==> config.mk <==
export PLATFORM = sky130hd
export DESIGN_NAME = aes_key_cell
export DESIGN_NICKNAME = d
export VERILOG_FILES = /design/src/rtl/core/aes_pkg.sv /design/src/rtl/core/aes_key_cell.sv
export SDC_FILE = /design/constraint.sdc
export NUM_CORES = 1
export LEC_CHECK = 0
export ABC_AREA = 0
export BUFFER_PORTS_ARGS = -buffer_cell sky130_fd_sc_hd__buf_2
export CORE_MARGIN = 5
export CORE_UTILIZATION = 30
export CTS_CLUSTER_DIAMETER = 100
export DETAILED_ROUTE_END_ITERATION = 10
export PLACE_DENSITY_LB_ADDON = 0.08
export SYNTH_ARGS = -nofsm -noshare
export SYNTH_HDL_FRONTEND = slang
export SYNTH_SLANG_ARGS = --single-unit
==> constraint.sdc <==
create_clock -name clk -period 3.7 [get_ports clk]
set_input_delay 0.74 -clock clk [delete_from_list [all_inputs] [get_ports clk]]
set_output_delay 0.74 -clock clk [all_outputs]
set_load 0.02 [all_outputs]
==> src/rtl/core/aes_pkg.sv <==
// ----------------------------------------------------------------------------
// aes_pkg
// Shared types, constants and byte-level functions of the AES-128 core.
// ----------------------------------------------------------------------------
package aes_pkg;

  localparam int NumRounds = 10;

  localparam logic CFG_KEY_HIGH = 1'b0;
  localparam logic CFG_KEY_LOW  = 1'b1;

  localparam logic OP_ENC = 1'b0;
  localparam logic OP_DEC = 1'b1;

  typedef struct packed {
    logic        op;
    logic [63:0] block_high;
    logic [63:0] block_low;
  } in_item_t;

  typedef struct packed {
    logic [63:0] result_high;
    logic [63:0] result_low;
  } out_item_t;

  typedef struct packed {
    logic         op;
    logic [127:0] st;
    logic [127:0] rk;
  } cell_data_t;

  localparam logic [7:0] FWD_SUB [256] = '{
    8'h63,8'h7c,8'h77,8'h7b,8'hf2,8'h6b,8'h6f,8'hc5,8'h30,8'h01,8'h67,8'h2b,8'hfe,8'hd7,8'hab,8'h76,
    8'hca,8'h82,8'hc9,8'h7d,8'hfa,8'h59,8'h47,8'hf0,8'had,8'hd4,8'ha2,8'haf,8'h9c,8'ha4,8'h72,8'hc0,
    8'hb7,8'hfd,8'h93,8'h26,8'h36,8'h3f,8'hf7,8'hcc,8'h34,8'ha5,8'he5,8'hf1,8'h71,8'hd8,8'h31,8'h15,
    8'h04,8'hc7,8'h23,8'hc3,8'h18,8'h96,8'h05,8'h9a,8'h07,8'h12,8'h80,8'he2,8'heb,8'h27,8'hb2,8'h75,
    8'h09,8'h83,8'h2c,8'h1a,8'h1b,8'h6e,8'h5a,8'ha0,8'h52,8'h3b,8'hd6,8'hb3,8'h29,8'he3,8'h2f,8'h84,
    8'h53,8'hd1,8'h00,8'hed,8'h20,8'hfc,8'hb1,8'h5b,8'h6a,8'hcb,8'hbe,8'h39,8'h4a,8'h4c,8'h58,8'hcf,
    8'hd0,8'hef,8'haa,8'hfb,8'h43,8'h4d,8'h33,8'h85,8'h45,8'hf9,8'h02,8'h7f,8'h50,8'h3c,8'h9f,8'ha8,
    8'h51,8'ha3,8'h40,8'h8f,8'h92,8'h9d,8'h38,8'hf5,8'hbc,8'hb6,8'hda,8'h21,8'h10,8'hff,8'hf3,8'hd2,
    8'hcd,8'h0c,8'h13,8'hec,8'h5f,8'h97,8'h44,8'h17,8'hc4,8'ha7,8'h7e,8'h3d,8'h64,8'h5d,8'h19,8'h73,
    8'h60,8'h81,8'h4f,8'hdc,8'h22,8'h2a,8'h90,8'h88,8'h46,8'hee,8'hb8,8'h14,8'hde,8'h5e,8'h0b,8'hdb,
    8'he0,8'h32,8'h3a,8'h0a,8'h49,8'h06,8'h24,8'h5c,8'hc2,8'hd3,8'hac,8'h62,8'h91,8'h95,8'he4,8'h79,
    8'he7,8'hc8,8'h37,8'h6d,8'h8d,8'hd5,8'h4e,8'ha9,8'h6c,8'h56,8'hf4,8'hea,8'h65,8'h7a,8'hae,8'h08,
    8'hba,8'h78,8'h25,8'h2e,8'h1c,8'ha6,8'hb4,8'hc6,8'he8,8'hdd,8'h74,8'h1f,8'h4b,8'hbd,8'h8b,8'h8a,
    8'h70,8'h3e,8'hb5,8'h66,8'h48,8'h03,8'hf6,8'h0e,8'h61,8'h35,8'h57,8'hb9,8'h86,8'hc1,8'h1d,8'h9e,
    8'he1,8'hf8,8'h98,8'h11,8'h69,8'hd9,8'h8e,8'h94,8'h9b,8'h1e,8'h87,8'he9,8'hce,8'h55,8'h28,8'hdf,
    8'h8c,8'ha1,8'h89,8'h0d,8'hbf,8'he6,8'h42,8'h68,8'h41,8'h99,8'h2d,8'h0f,8'hb0,8'h54,8'hbb,8'h16
  };

  localparam logic [7:0] INV_SUB [256] = '{
    8'h52,8'h09,8'h6a,8'hd5,8'h30,8'h36,8'ha5,8'h38,8'hbf,8'h40,8'ha3,8'h9e,8'h81,8'hf3,8'hd7,8'hfb,
    8'h7c,8'he3,8'h39,8'h82,8'h9b,8'h2f,8'hff,8'h87,8'h34,8'h8e,8'h43,8'h44,8'hc4,8'hde,8'he9,8'hcb,
    8'h54,8'h7b,8'h94,8'h32,8'ha6,8'hc2,8'h23,8'h3d,8'hee,8'h4c,8'h95,8'h0b,8'h42,8'hfa,8'hc3,8'h4e,
    8'h08,8'h2e,8'ha1,8'h66,8'h28,8'hd9,8'h24,8'hb2,8'h76,8'h5b,8'ha2,8'h49,8'h6d,8'h8b,8'hd1,8'h25,
    8'h72,8'hf8,8'hf6,8'h64,8'h86,8'h68,8'h98,8'h16,8'hd4,8'ha4,8'h5c,8'hcc,8'h5d,8'h65,8'hb6,8'h92,
    8'h6c,8'h70,8'h48,8'h50,8'hfd,8'hed,8'hb9,8'hda,8'h5e,8'h15,8'h46,8'h57,8'ha7,8'h8d,8'h9d,8'h84,
    8'h90,8'hd8,8'hab,8'h00,8'h8c,8'hbc,8'hd3,8'h0a,8'hf7,8'he4,8'h58,8'h05,8'hb8,8'hb3,8'h45,8'h06,
    8'hd0,8'h2c,8'h1e,8'h8f,8'hca,8'h3f,8'h0f,8'h02,8'hc1,8'haf,8'hbd,8'h03,8'h01,8'h13,8'h8a,8'h6b,
    8'h3a,8'h91,8'h11,8'h41,8'h4f,8'h67,8'hdc,8'hea,8'h97,8'hf2,8'hcf,8'hce,8'hf0,8'hb4,8'he6,8'h73,
    8'h96,8'hac,8'h74,8'h22,8'he7,8'had,8'h35,8'h85,8'he2,8'hf9,8'h37,8'he8,8'h1c,8'h75,8'hdf,8'h6e,
    8'h47,8'hf1,8'h1a,8'h71,8'h1d,8'h29,8'hc5,8'h89,8'h6f,8'hb7,8'h62,8'h0e,8'haa,8'h18,8'hbe,8'h1b,
    8'hfc,8'h56,8'h3e,8'h4b,8'hc6,8'hd2,8'h79,8'h20,8'h9a,8'hdb,8'hc0,8'hfe,8'h78,8'hcd,8'h5a,8'hf4,
    8'h1f,8'hdd,8'ha8,8'h33,8'h88,8'h07,8'hc7,8'h31,8'hb1,8'h12,8'h10,8'h59,8'h27,8'h80,8'hec,8'h5f,
    8'h60,8'h51,8'h7f,8'ha9,8'h19,8'hb5,8'h4a,8'h0d,8'h2d,8'he5,8'h7a,8'h9f,8'h93,8'hc9,8'h9c,8'hef,
    8'ha0,8'he0,8'h3b,8'h4d,8'hae,8'h2a,8'hf5,8'hb0,8'hc8,8'heb,8'hbb,8'h3c,8'h83,8'h53,8'h99,8'h61,
    8'h17,8'h2b,8'h04,8'h7e,8'hba,8'h77,8'hd6,8'h26,8'he1,8'h69,8'h14,8'h63,8'h55,8'h21,8'h0c,8'h7d
  };

  localparam logic [7:0] RCON [NumRounds] = '{
    8'h01,8'h02,8'h04,8'h08,8'h10,8'h20,8'h40,8'h80,8'h1b,8'h36
  };

  // byte i of a 128-bit word, byte 0 in the top bits
  function automatic logic [7:0] get_b(input logic [127:0] w, input int i);
    return w[127-8*i -: 8];
  endfunction

  function automatic logic [7:0] xtime(input logic [7:0] v);
    return {v[6:0], 1'b0} ^ (v[7] ? 8'h1b : 8'h00);
  endfunction

  function automatic logic [127:0] key_fwd(input logic [127:0] k, input logic [7:0] rc);
    logic [7:0] b [16];
    logic [127:0] o;
    for (int i = 0; i < 16; i++) b[i] = get_b(k, i);
    b[0] = b[0] ^ FWD_SUB[b[13]] ^ rc;
    b[1] = b[1] ^ FWD_SUB[b[14]];
    b[2] = b[2] ^ FWD_SUB[b[15]];
    b[3] = b[3] ^ FWD_SUB[b[12]];
    for (int i = 4; i < 16; i++) b[i] = b[i] ^ b[i-4];
    for (int i = 0; i < 16; i++) o[127-8*i -: 8] = b[i];
    return o;
  endfunction

  function automatic logic [127:0] key_bwd(input logic [127:0] k, input logic [7:0] rc);
    logic [7:0] b [16];
    logic [127:0] o;
    for (int i = 0; i < 16; i++) b[i] = get_b(k, i);
    for (int i = 15; i > 3; i--) b[i] = b[i] ^ b[i-4];
    b[0] = b[0] ^ FWD_SUB[b[13]] ^ rc;
    b[1] = b[1] ^ FWD_SUB[b[14]];
    b[2] = b[2] ^ FWD_SUB[b[15]];
    b[3] = b[3] ^ FWD_SUB[b[12]];
    for (int i = 0; i < 16; i++) o[127-8*i -: 8] = b[i];
    return o;
  endfunction

  // dir 1: forward shift rows, dir 3: inverse
  function automatic logic [127:0] shift_rows(input logic [127:0] s, input int dir);
    logic [127:0] o;
    for (int c = 0; c < 4; c++)
      for (int r = 0; r < 4; r++)
        o[127-8*(4*c+r) -: 8] = get_b(s, 4*((c + r*dir) & 3) + r);
    return o;
  endfunction

  function automatic logic [127:0] mix_cols(input logic [127:0] s);
    logic [7:0] a0, a1, a2, a3, t;
    logic [127:0] o;
    for (int c = 0; c < 4; c++) begin
      a0 = get_b(s, 4*c);
      a1 = get_b(s, 4*c+1);
      a2 = get_b(s, 4*c+2);
      a3 = get_b(s, 4*c+3);
      t  = a0 ^ a1 ^ a2 ^ a3;
      o[127-8*(4*c)   -: 8] = a0 ^ t ^ xtime(a0 ^ a1);
      o[127-8*(4*c+1) -: 8] = a1 ^ t ^ xtime(a1 ^ a2);
      o[127-8*(4*c+2) -: 8] = a2 ^ t ^ xtime(a2 ^ a3);
      o[127-8*(4*c+3) -: 8] = a3 ^ t ^ xtime(a3 ^ a0);
    end
    return o;
  endfunction

  function automatic logic [127:0] inv_mix_cols(input logic [127:0] s);
    logic [7:0] u, v;
    logic [127:0] o;
    for (int c = 0; c < 4; c++) begin
      u = xtime(xtime(get_b(s, 4*c) ^ get_b(s, 4*c+2)));
      v = xtime(xtime(get_b(s, 4*c+1) ^ get_b(s, 4*c+3)));
      o[127-8*(4*c)   -: 8] = get_b(s, 4*c)   ^ u;
      o[127-8*(4*c+1) -: 8] = get_b(s, 4*c+1) ^ v;
      o[127-8*(4*c+2) -: 8] = get_b(s, 4*c+2) ^ u;
      o[127-8*(4*c+3) -: 8] = get_b(s, 4*c+3) ^ v;
    end
    return mix_cols(o);
  endfunction

  function automatic logic [127:0] sub_bytes(input logic [127:0] s, input logic inv);
    logic [127:0] o;
    for (int i = 0; i < 16; i++)
      o[127-8*i -: 8] = inv ? INV_SUB[get_b(s, i)] : FWD_SUB[get_b(s, i)];
    return o;
  endfunction

endpackage

==> src/rtl/core/aes_key_cell.sv <==
// ----------------------------------------------------------------------------
// aes_key_cell
// One key-prep stage: walks the key forward one round for decrypt items so
// the last round key is ready at the round chain. Encrypt keys pass through.
// ----------------------------------------------------------------------------
module aes_key_cell
  import aes_pkg::*;
#(
  parameter int Idx = 0
) (
  input  logic       clk,
  input  logic       rst_n,
  input  logic       en,
  input  logic       vld_i,
  input  cell_data_t dat_i,
  output logic       vld_o,
  output cell_data_t dat_o
);

  logic       vld_r;
  cell_data_t dat_r;
  cell_data_t dat_nxt;

  always_comb begin
    dat_nxt = dat_i;
    if (dat_i.op == OP_DEC) begin
      dat_nxt.rk = key_fwd(dat_i.rk, RCON[Idx]);
      if (Idx == NumRounds - 1) dat_nxt.st = dat_i.st ^ dat_nxt.rk;
    end
  end

  always_ff @(posedge clk) begin
    if (!rst_n) begin
      vld_r <= 1'b0;
    end else if (en) begin
      vld_r <= vld_i;
    end
  end

  always_ff @(posedge clk) begin
    if (en) begin
      dat_r <= dat_nxt;
    end
  end

  assign vld_o = vld_r;
  assign dat_o = dat_r;

endmodule

# Yosys cells after proc, flatten, opt, wreduce, memory -nomap -nowiden
# Memory sizes are Yosys's and may differ from the RTL's.
# Cells that the tools add are included.
# totals
romBits	8192
register_bits	258
n_memories	4
input_bits	261
out_inout_bits	258
# op_classes
bitwise	21
magnitude_cmp	4
muxes	9
# mem_list
name	words	word_bits	rd	rd_ports_with_merged_regs	write_ports	line	rtl
(no name shown)	256	8	1	0	0	aes_pkg.sv:90	b[3] = b[3] ^ FWD_SUB[b[12]];
(no name shown)	256	8	1	0	0	aes_pkg.sv:89	b[2] = b[2] ^ FWD_SUB[b[15]];
(no name shown)	256	8	1	0	0	aes_pkg.sv:88	b[1] = b[1] ^ FWD_SUB[b[14]];
(no name shown)	256	8	1	0	0	aes_pkg.sv:87	b[0] = b[0] ^ FWD_SUB[b[13]] ^ rc;
# ops
op	n
$mux 128	1
$xor 8x8->8	16
$mux 8	8
$ge 9x9->1 const B	4
$not 8->9	4
$not 1->1	1

# Longest topological paths before layout
# logic_depth
word_depth	10
mapped_depth	14
ltp_nobuf	10

# Worst setup path after synthesis
# Ideal clock, no wire load.
# synth_timing
path_type	input to register
startpoint	input port dat_i[9] in the netlist's numbering
endpoint	register dat_r (netlist bit dat_o[18]) (data pin)
path_slack_ns	-0.056
cell_stages	14
setup_ns	0.258
n_path_buf	4
arrival_time_ns	3.499
t_required_ns	3.442
path_cell_list	clkbuf_1 -> buf_2 -> inv_1 -> ha_1 -> clkbuf_1 -> or2_2 -> clkbuf_1 -> a31oi_1 -> a221oi_1 -> or4_1 -> o211a_2 -> xnor2_1 -> nand2b_1 -> xnor2_1
# synth_rtl
element	line	rtl
start: declaration	aes_key_cell.sv:15	input cell_data_t dat_i,
end signal: assignment	aes_key_cell.sv:42	dat_r <= dat_nxt;
end: declaration	aes_key_cell.sv:21	cell_data_t dat_r;

==> qor.csv <==
stage;metric;value;unit
pwr;Switching Power;0.004369;W
pwr;clock power share;0.275;
clocking;CTS Buffer Depth;3;
clocking;clk sink count;258;
global_route;first-pass GRT wire length;202400;um
detailed_routing;Remaining DRCs;0;
clocking;Skew-Pair Late Insertion Delay;0.54;ns
logic_synthesis;synthesized area per cell;8.618;um2
timing;Clock Skew;0;ns
clocking;Inserted Clock Buffers;34;
layout;final net count;4215;
timing;Achievable Freq;0.2932;GHz
logic_synthesis;EDFF count, synth;257;
timing;RSZ-0062 raised after global routing;false;
layout;Non-Filler Instances;5062;
logic_synthesis;post-synthesis net count;3279;
setup_path;crit path DAT;3.71;ns
placed_design;routability congestion estimate;0.9946;
setup_path;Crit Path Category;in -> reg;
setup_path;crit path cell chain;buf_2 > inv_1 > ha_1 > or2_1 > nand3_1 > a311oi_1 > buf_4 > a21oi_1 > and3_1 > or3_1 > a21oi_1 > buf_4 > xnor2_1;
logic_synthesis;top cell type's share of synthesized area;0.3027;
global_route;total global routing overflow;0;
layout;fin area;34980;um2
hold_path;Min-Delay Path Class;in -> reg;
detailed_routing;1st-pass router iterations;8;
timing;fin crit period;3.411;ns
timing;Final setup viols;0;
setup_path;Critical-path top delay cell;a311oi_1;
clocking;H-tree depth;2;
detailed_routing;Final ANT Viol Nets;0;
global_route;GRT met2 Usage;0.4800;
pwr;Pint;0.007467;W
logic_synthesis;Netlist cell types;107;
global_route;initial antenna violation count;11;
setup_path;peak per-stage delay on the critical path;0.61;ns
pwr;leak pwr;14.23;nW
global_route;grt met1 use;0.3863;
setup_path;CP Capture Type;flop;
clocking;CTS tree;done;
global_route;vias in the first global route;29091;
global_route;grt peak-use layer;met2;
detailed_routing;Avg Vias per Cell;5.845;
setup_path;crit-path max FO;7;
placed_design;buffers added on ports;518;
timing;pin slew with the least headroom to its limit;0.7884;ns
pwr;Comb pwr share;0.409;
placed_design;DP Area;33910;um2
detailed_routing;wire per inst;28.13;um
pwr;Power Density;338.3;nW/um2
pwr;Peak VDD IR;0.2995;mV
floorplan;Die H;301.5;um
logic_synthesis;cell taking the most area after synthesis;edfxtp_1;
global_route;largest net degree at the start of global routing;85;
logic_synthesis;synth top area cells;edfxtp_1 (30%), xnor2_1 (6.6%), a21oi_1 (3.5%), nand2_1 (3.3%), o21ai_0 (3.1%);
pwr;share of power burned in registers;0.316;
flow_run;Max Cap Viol;0;
layout;P&R area growth vs syn;37.23;%
logic_synthesis;mapped cell area;25490;um2
floorplan;I/O pin cnt;519;
placed_design;total placed cells including tap cells;5002;
floorplan;# rows;107;
detailed_routing;total number of vias;29588;
timing;final-report max-slew violation count;0;
setup_path;FF-to-FF Start;vld_o;
pwr;switching share of total power;0.3691;
floorplan;core area;84750;um2
layout;# diodes;0;
global_route;M3 GR Usage;0.05925;
floorplan;Die ar.;90910;um2
detailed_routing;DRT iter0 DRCs;3135;
hold_path;HP Start;dat_i[212];
setup_path;WP data required;4.00;ns
clocking;post_cts resized;0;
logic_synthesis;sequential-to-total area share from yosys stat;0.3035;
floorplan;Starting Density;0.3008;
clocking;clock-pin slew on the worst setup and hold paths;0.06;ns
global_route;GRT Total Usage;0.2960;
logic_synthesis;Cells after Synth;2958;
timing;fin crit share;0.9218;
outcome;status;finished, final reports clean;
clocking;Hold Buf Count CTS;0;
floorplan;DIE WIDTH;301.5;um
logic_synthesis;flops & latches, synth;258;
logic_synthesis;Top FF cell, synth;edfxtp_1;
clocking;CTS root buf;clkbuf_16;
clocking;# Post-CTS Setup Buffers;0;
timing;relative slew slack;0.4608;
setup_path;critical path startpoint;dat_i[25];
placed_design;dpl hpwl;111700;um
layout;layout cells sized above 1;0.3461;
logic_synthesis;Ys Warns;0;
logic_synthesis;Synth async-reset ratio;0;
detailed_routing;final wirelength;142400;um
setup_path;CP Launch Type;primary input;
timing;final hold vios;0;
final cells by class:
cell class | count | area (um2)
Clock buffer | 39 | 890.9
Clock inverter | 21 | 182.7
Fill cell | 8669 | 49760
Inverter | 52 | 195.2
Multi-Input combinational cell | 2341 | 16120
Sequential cell | 258 | 7737
Tap cell | 1144 | 1431
Timing Repair Buffer | 1207 | 8431
worst max-delay path: cells and delay by family:
kind                     cells  cell delay, ns
buffers and inverters        4            0.57
AO/OA/AOI/OAI                3            0.82
adder cells (fa/ha/maj)      1            0.41
XOR/XNOR                     1            0.06
AND/OR/NAND/NOR              4            1.10
flip-flops by register name (all words and copies together), names as in the netlist:
| signal | flops |
|---|---|
| dat_o | 257 |
| vld_o | 1 |
layer usage:
layer | up-vias | share of wire
met5 | - | 0.00046
met4 | 10 | 0.050
met3 | 358 | 0.095
met2 | 1802 | 0.45
met1 | 14308 | 0.40
li1 | 13110 | -
placed cells by master (no fill, tap or decap), drive strengths merged, types with 92 or more instances in the layout:
cell / n
nor2: 148
nand3: 102
a21oi: 179
buf: 1207
edfxtp: 257
nand2: 223
nor3: 94
xnor2: 193
nor2b: 92
o21ai: 192
nand2b: 127
cells in the mapped netlist (32+ instances only):
library cell / n
edfxtp_1: 257
nand2_1: 222
xnor2_1: 193
a21oi_1: 178
o21ai_0: 159
nor2_1: 147
clkbuf_1: 143
nand2b_1: 127
buf_2: 112
nand3_1: 102
nor3_1: 94
nor2b_1: 92
ha_1: 60
xor2_1: 50
o211ai_1: 47
a31oi_1: 45
a211oi_1: 42
a311oi_1: 40
inv_1: 40
and2_1: 37
mux2i_1: 35
or3_1: 34
o21ai_1: 32
stage by stage:
| stage | total power, W | hold slack (ns) | util | setup TNS, ns | setup slack (ns) |
|---|---|---|---|---|---|
| after global routing | 0.01236 | 0.3213 | 0.4128 | 0 | 0.1822 |
| after floorplan | 0.006276 | 0.5893 | - | 0 | 0.03955 |
| after detailed placement | 0.008585 | 0.5336 | 0.4002 | -3.623 | -0.2142 |
| final | 0.01184 | 0.3523 | 0.4128 | 0 | 0.2893 |
| after CTS | 0.01191 | 0.3149 | 0.4128 | 0 | 0.3672 |
| after global placement | 0.008621 | 0.5030 | 0.4002 | -4.733 | -0.2726 |
path summary, 6_finish.rpt:
kind,endpoint,slack (ns),cells past startpoint
max reg2reg,vld_o,3.10,2
min,dat_o[212],0.35,1
max,dat_o[0],0.29,13
min reg2reg,vld_o,0.54,2
power groups by stage:
stage               logic, W  registers (W)  clock network, W
global placement     0.00482        0.00380                 0
CTS                  0.00480        0.00375           0.00337
global route         0.00512        0.00377           0.00347
floorplan            0.00209        0.00419                 0
detailed placement   0.00478        0.00380                 0
finish               0.00484        0.00374           0.00325
cell families after synthesis:
logic type,after synthesis,synth area share
compound gates,965,0.2699
xor+xnor,244,0.08437
fa+ha+maj,60,0.02945
buf+inv,359,0.06429
flops,258,0.3035
mux,76,0.04525
simple gates,996,0.2032
Note: power is estimated with default switching activity, not from simulation.
